===== src/sv/sid_text_syntax_check_defines.svh =====
// ---------------------------------------------------------------------------
// sid_text_syntax_check_defines - assertion macros
// Short forms for the concurrent checks of the SID syntax checker.
// ---------------------------------------------------------------------------
`ifndef SID_TEXT_SYNTAX_CHECK_DEFINES_SVH
`define SID_TEXT_SYNTAX_CHECK_DEFINES_SVH

// Same-cycle implication, checked out of reset.
`define SIDTC_ASSERT_NOW(name, ante, cons, msg) \
    name: assert property (@(posedge clk) disable iff (!rst_n) (ante) |-> (cons)) \
        else $error(msg);

// Next-cycle implication, checked out of reset.
`define SIDTC_ASSERT_NEXT(name, ante, cons, msg) \
    name: assert property (@(posedge clk) disable iff (!rst_n) (ante) |=> (cons)) \
        else $error(msg);

`endif


===== src/sv/sidtc_pkg.sv =====
// ---------------------------------------------------------------------------
// sidtc_pkg - shared types and constants
// Phase codes, limits and character codes of the SID syntax checker.
// ---------------------------------------------------------------------------
package sidtc_pkg;

    localparam int MAX_SUBAUTH = 15;
    localparam int MAX_LEN     = 256;

    localparam int PHASE_W = 4;
    localparam int GROUP_W = 5;
    localparam int COUNT_W = 9;

    localparam logic [COUNT_W-1:0] COUNT_MAX   = '1;
    localparam logic [COUNT_W-1:0] LEN_LIMIT   = COUNT_W'(MAX_LEN);
    localparam logic [GROUP_W-1:0] GROUP_LIMIT = GROUP_W'(MAX_SUBAUTH);

    localparam logic [PHASE_W-1:0] PH_S     = 4'd0;
    localparam logic [PHASE_W-1:0] PH_DASH1 = 4'd1;
    localparam logic [PHASE_W-1:0] PH_ONE   = 4'd2;
    localparam logic [PHASE_W-1:0] PH_DASH2 = 4'd3;
    localparam logic [PHASE_W-1:0] PH_AUTH0 = 4'd4;
    localparam logic [PHASE_W-1:0] PH_AUTH  = 4'd5;
    localparam logic [PHASE_W-1:0] PH_GRP0  = 4'd6;
    localparam logic [PHASE_W-1:0] PH_GRP   = 4'd7;
    localparam logic [PHASE_W-1:0] PH_FAIL  = 4'd8;

    localparam logic [7:0] CH_S    = 8'h53;
    localparam logic [7:0] CH_DASH = 8'h2D;
    localparam logic [7:0] CH_ONE  = 8'h31;
    localparam logic [7:0] CH_ZERO = 8'h30;
    localparam logic [7:0] CH_NINE = 8'h39;

    // One registered word on its way into the phase logic.
    typedef struct packed {
        logic       adv;
        logic [7:0] ch;
        logic       last;
    } sidtc_item_t;

endpackage


===== src/sv/sid_text_syntax_check.sv =====
// ---------------------------------------------------------------------------
// sid_text_syntax_check - SID text syntax checker
// Checks a character stream, one word per character, for the form
// S-1-<digits>(-<digits>){1..MAX_SUBAUTH}, at most MAX_LEN characters.
//
//   channel  | handshake                  | payload
//   ---------+----------------------------+------------------
//   char     | char_valid / char_stall    | ch[7:0], last
//   result   | result_valid / result_stall| valid_res
//
// One character is taken per clock while char_stall is low. A character
// passes an input register, then the phase logic; a last character loads
// the result register as it leaves the input register. Reset clears the
// handshake state and returns the phase tracker to the start of a string.
// A stalled result holds the result register; a last character then waits
// in the input register and char_stall rises until the result is taken.
// ---------------------------------------------------------------------------
`include "sid_text_syntax_check_defines.svh"

module sid_text_syntax_check
    import sidtc_pkg::*;
(
    input  logic       clk,
    input  logic       rst_n,
    input  logic       char_valid,
    output logic       char_stall,
    input  logic [7:0] ch,
    input  logic       last,
    output logic       result_valid,
    input  logic       result_stall,
    output logic       valid_res
);

    logic        item_valid_reg;
    logic [7:0]  ch_reg;
    logic        last_reg;
    logic        res_valid_reg;
    logic        res_reg;
    logic        res_free;
    logic        adv;
    logic        ok;
    sidtc_item_t item;

    assign res_free   = !res_valid_reg || !result_stall;
    assign adv        = item_valid_reg && (!last_reg || res_free);
    assign char_stall = item_valid_reg && !adv;

    assign item.adv  = adv;
    assign item.ch   = ch_reg;
    assign item.last = last_reg;

    sidtc_step u_step
    (
        .clk   (clk),
        .rst_n (rst_n),
        .item  (item),
        .ok    (ok)
    );

    always_ff @(posedge clk or negedge rst_n)
    begin
        if (!rst_n)
        begin
            item_valid_reg <= 1'b0;
            res_valid_reg  <= 1'b0;
        end
        else
        begin
            if (char_valid && !char_stall)
            begin
                item_valid_reg <= 1'b1;
            end
            else if (adv)
            begin
                item_valid_reg <= 1'b0;
            end

            if (adv && last_reg)
            begin
                res_valid_reg <= 1'b1;
            end
            else if (!result_stall)
            begin
                res_valid_reg <= 1'b0;
            end
        end
    end

    always_ff @(posedge clk)
    begin
        if (char_valid && !char_stall)
        begin
            ch_reg   <= ch;
            last_reg <= last;
        end
        if (adv && last_reg)
        begin
            res_reg <= ok;
        end
    end

    assign result_valid = res_valid_reg;
    assign valid_res    = res_reg;

    `SIDTC_ASSERT_NOW(a_stall_cause, char_stall,
        item_valid_reg && last_reg && res_valid_reg && result_stall,
        "char_stall without a blocked last word")
    `SIDTC_ASSERT_NEXT(a_last_gives_result, adv && last_reg, result_valid,
        "last word did not load the result register")
    `SIDTC_ASSERT_NOW(a_empty_no_stall, !item_valid_reg, !char_stall,
        "stall raised with an empty input register")

endmodule


===== src/sv/sidtc_step.sv =====
// ---------------------------------------------------------------------------
// sidtc_step - phase tracker
// Holds phase, group count and length count; steps them on each advancing
// word, clears them after a word marked last and gives the verdict for it.
// ---------------------------------------------------------------------------
module sidtc_step
    import sidtc_pkg::*;
(
    input  logic        clk,
    input  logic        rst_n,
    input  sidtc_item_t item,
    output logic        ok
);

    logic [PHASE_W-1:0] phase_reg, phase_next;
    logic [GROUP_W-1:0] group_reg, group_next;
    logic [COUNT_W-1:0] count_reg, count_next;
    logic               is_dec;
    logic               is_dash;

    assign is_dec  = (item.ch >= CH_ZERO) && (item.ch <= CH_NINE);
    assign is_dash = (item.ch == CH_DASH);

    always_comb
    begin
        group_next = group_reg;
        count_next = (count_reg == COUNT_MAX) ? count_reg : count_reg + 1'b1;
        unique case (phase_reg)
            PH_S:     phase_next = (item.ch == CH_S)   ? PH_DASH1 : PH_FAIL;
            PH_DASH1: phase_next = is_dash             ? PH_ONE   : PH_FAIL;
            PH_ONE:   phase_next = (item.ch == CH_ONE) ? PH_DASH2 : PH_FAIL;
            PH_DASH2: phase_next = is_dash             ? PH_AUTH0 : PH_FAIL;
            PH_AUTH0: phase_next = is_dec              ? PH_AUTH  : PH_FAIL;
            PH_GRP0:  phase_next = is_dec              ? PH_GRP   : PH_FAIL;
            PH_AUTH, PH_GRP:
            begin
                if (is_dec)
                begin
                    phase_next = phase_reg;
                end
                else if (is_dash && (group_reg < GROUP_LIMIT))
                begin
                    phase_next = PH_GRP0;
                    group_next = group_reg + 1'b1;
                end
                else
                begin
                    phase_next = PH_FAIL;
                end
            end
            default:  phase_next = PH_FAIL;
        endcase
    end

    assign ok = (phase_next == PH_GRP) && (count_next <= LEN_LIMIT);

    always_ff @(posedge clk or negedge rst_n)
    begin
        if (!rst_n)
        begin
            phase_reg <= PH_S;
            group_reg <= '0;
            count_reg <= '0;
        end
        else if (item.adv)
        begin
            // drop back to the start of a string after its last word
            if (item.last)
            begin
                phase_reg <= PH_S;
                group_reg <= '0;
                count_reg <= '0;
            end
            else
            begin
                phase_reg <= phase_next;
                group_reg <= group_next;
                count_reg <= count_next;
            end
        end
    end

endmodule


===== config.mk =====
export PLATFORM = sky130hd
export DESIGN_NAME = sid_text_syntax_check
export DESIGN_NICKNAME = d
export VERILOG_FILES = /design/src/sv/sidtc_pkg.sv /design/src/sv/sid_text_syntax_check.sv /design/src/sv/sidtc_step.sv
export VERILOG_INCLUDE_DIRS = /design/src /design/src/sv
export SDC_FILE = /design/constraint.sdc
export NUM_CORES = 1
export LEC_CHECK = 0
export ABC_AREA = 0
export BUFFER_PORTS_ARGS = -buffer_cell sky130_fd_sc_hd__buf_2
export CAP_MARGIN = 20
export CORE_MARGIN = 3
export CORE_UTILIZATION = 51
export CTS_BUF_LIST = sky130_fd_sc_hd__clkbuf_16
export DETAILED_ROUTE_END_ITERATION = 8
export PLACE_DENSITY = 0.68
export SETUP_SLACK_MARGIN = 0.15
export SLEW_MARGIN = 20
export SYNTH_ARGS = -nofsm -noshare
export SYNTH_HDL_FRONTEND = slang
export SYNTH_SLANG_ARGS = --single-unit

===== constraint.sdc =====
create_clock -name clk -period 3.6 [get_ports clk]
set_input_delay 0.72 -clock clk [delete_from_list [all_inputs] [get_ports clk]]
set_output_delay 0.72 -clock clk [all_outputs]
set_load 0.05 [all_outputs]

==> qor.yml <==
start_util_pct: 55.9
pwr-share-clk_pct: 49.4
pwr-share-comb_pct: 8.1
crit_arrival_ns: 1.48
rows: 19
detailed_place_hpwl_um: 2310
power.share.switching_pct: 22.1
cts_buffers: 5
clock_skew_ns: 0.00205
postSynthCellCount: 164
antenna_left: 0
drtIter0Drc: 166
fin_crit_sh_pct: 61.2
relSlewSlack_pct: 62.6
placed_cells: 213
vias: 1352
setup_tns_ns: 0
outcome: "completed"
worstSetupPathType: "reg2out"
synth-seq-cells: 30
synthArstFlopShare_pct: 66.7
antenna_found_initial: 0
clock_latency_ns: 0.27
yosysUniqueCellTypes: 43
grt_pass1_vias: 1273
hold_viol_final: 0
use_met2_pct: 29.4
p_sw_uw: 205
cts_hold_buffers: 0
synth-edff-count: 10
synth_warnings: 0
synth.yosys.seq_area_share_pct: 49.4
fill_cells: 236
first_pass_iters: 4
drive_above_1_share_pct: 16.2
route.detailed.drc: 0
whs_ns: 0.398
place_ws_ns: 1.28
io_pins: 16
final-instance-count-excl-fill: 221
max_slew.worst_pin.slew_ns: 0.556
grt_max_degree: 21
hold_class: "in2async"
cts_max_path_buffers: 2
coreArea_mm2: 0.00290
crit_fanout: 15
synth_nets: 179
post_cts_resized: 0
synthesis.area_mm2: 0.00162
root_buffer: "clkbuf_16"
r2r_slack_ns: 1.45
synthFlopType: "dfrtp_1"
grt_use_met1_pct: 22.5
dieWidth_um: 62.4
ir_drop_uv: 358
drv_slew: 0
overflow: 0
fin_nets: 193
use_met3_pct: 3.60
syn_to_final_growth_pct: 16.1
cts.sinks: 30
r2r_cells: 5
ctsHtreeMaxLevel: 2
cts_tree: "yes"
end_kind: "output pin"
avgViaCountPerCell: 6.12
diodes: 0
wl_per_cell_um: 14.7
drt-total-wl_um: 3240
max_freq_mhz: 454
setup_viol: 0
power.internal_uw: 724
portBuffers: 15
fp.dieH_um: 62.4
multiInputGateArea_um2: 774
leakage_uw: 0.000809
worst_ep_required_time_ns: 2.88
clk_pin_slew_worst_paths_ns: 0.05
gp_congestion: 0.808
cts_setup_buffers: 0
rsz0062_at_grt: "false"
register_area_um2: 801
largest_reg_flops: 9
synth.avg_cell_area_um2: 9.89
busiest_layer: "met2"
gr-usage-all-layers_pct: 18.0
seqPwrFrac_pct: 42.5
layout_setup_ws_ns: 1.40
cap_violations: 0
dieArea_mm2: 0.00389
timing.final.crit_period_ns: 2.20
grt_pass1_wl_um: 5600
power_density_mw_per_mm2: 493
startpoint_type: "flip-flop"
-- area by class of cell --
| class | instances | area share [%] |
|---|---|---|
| Sequential cell | 30 | 42.5 |
| Multi-Input combinational cell | 122 | 41.1 |
| Tap cell | 42 | 2.79 |
| Clock inverter | 3 | 2.13 |
| Inverter | 4 | 0.797 |
| Timing Repair Buffer | 15 | 3.99 |
| Clock buffer | 5 | 6.64 |
-- worst paths after layout --
| kind | startpoint | endpoint |
|---|---|---|
| max in group asynchronous | rst_n | u_step.count_reg[6] |
| hold / removal | rst_n | u_step.group_reg[3] |
| setup / recovery | last_reg | char_stall |
| min in group clk | result_valid | result_valid |
| hold reg to reg | result_valid | result_valid |
| setup reg to reg | last_reg | u_step.group_reg[2] |
-- per-layer routing --
metal	vias to the layer above	wire, µm	part of all wire, %
met3	4	126	3.9
met5	-	0	0
met2	33	1600	49
met1	654	1480	45
li1	661	-	-
met4	0	36	1.1
-- per-stage QoR --
step | util (%) | power [µW] | instance area [µm²]
floorplan | - | 448 | 1620
global placement | 59.2 | 472 | 1720
detailed placement | 59.2 | 476 | 1720
CTS | 64.9 | 938 | 1880
global route | 64.9 | 968 | 1880
finish | 64.9 | 929 | 1880
-- worst max-delay path, stage by stage (launching register included) --
cell      delay (ns)
edfxtp_1        0.63
nand4_1         0.23
inv_1           0.09
buf_2           0.26
-- Yosys cell counts (2+ instances only) --
cell type  number  area share [%]
a211oi_1        2            0.93
a21oi_1         9             2.8
a22oi_1         2            0.93
a31oi_1         2            0.77
a41oi_1         3             1.6
and2_1          2            0.77
and3_1          3             1.2
and4_1          2             1.1
clkbuf_1        7             1.6
dfrtp_1        20              31
edfxtp_1       10              19
ha_1            2             1.5
inv_1           4            0.93
nand2_1        18             4.2
nand2b_1        4             1.5
nand3_1         8             2.5
nand3b_1        3             1.4
nand4_1         6             2.3
nand4b_1        2             1.1
nor2_1          7             1.6
nor3_1          5             1.5
nor4_1          2            0.77
nor4b_1         3             1.6
o21ai_0        15             4.6
o31ai_1         5             2.3
-- power by group through the flow --
stage	logic [µW]	clock network, µW	registers (µW)
2_1_floorplan	50.9	0	397
3_3_place_gp	73.0	0	399
3_5_place_dp	75.6	0	400
4_1_cts	75.7	468	394
5_1_grt	83.1	487	398
6_report	75.2	459	395
-- cell families (layout without fill, tap and decap cells) --
group           count (synthesis)  after routing  synth area share (%)
simple gates                   74             74                  27.8
compound gates                 45             45                  17.8
flops                          30             30                  49.4
buf+inv                        12             27                  2.85
fa+ha+maj                       2              2                  1.54
mux                             1              1                 0.617
-- placed cells by master (no fill, tap or decap), types with 3 or more instances in the layout --
cell type / instances
clkbuf_16: 5
nor4b_1: 3
inv_1: 4
nand2_1: 18
nand3_1: 8
a41oi_1: 3
and3_1: 3
nor2_1: 7
buf_2: 15
nand4_1: 6
o31ai_1: 5
nand2b_1: 4
o21ai_0: 15
nand3b_1: 3
dfrtp_1: 20
edfxtp_1: 10
nor3_1: 5
a21oi_1: 9
Note: power is estimated with default switching activity, not from simulation.
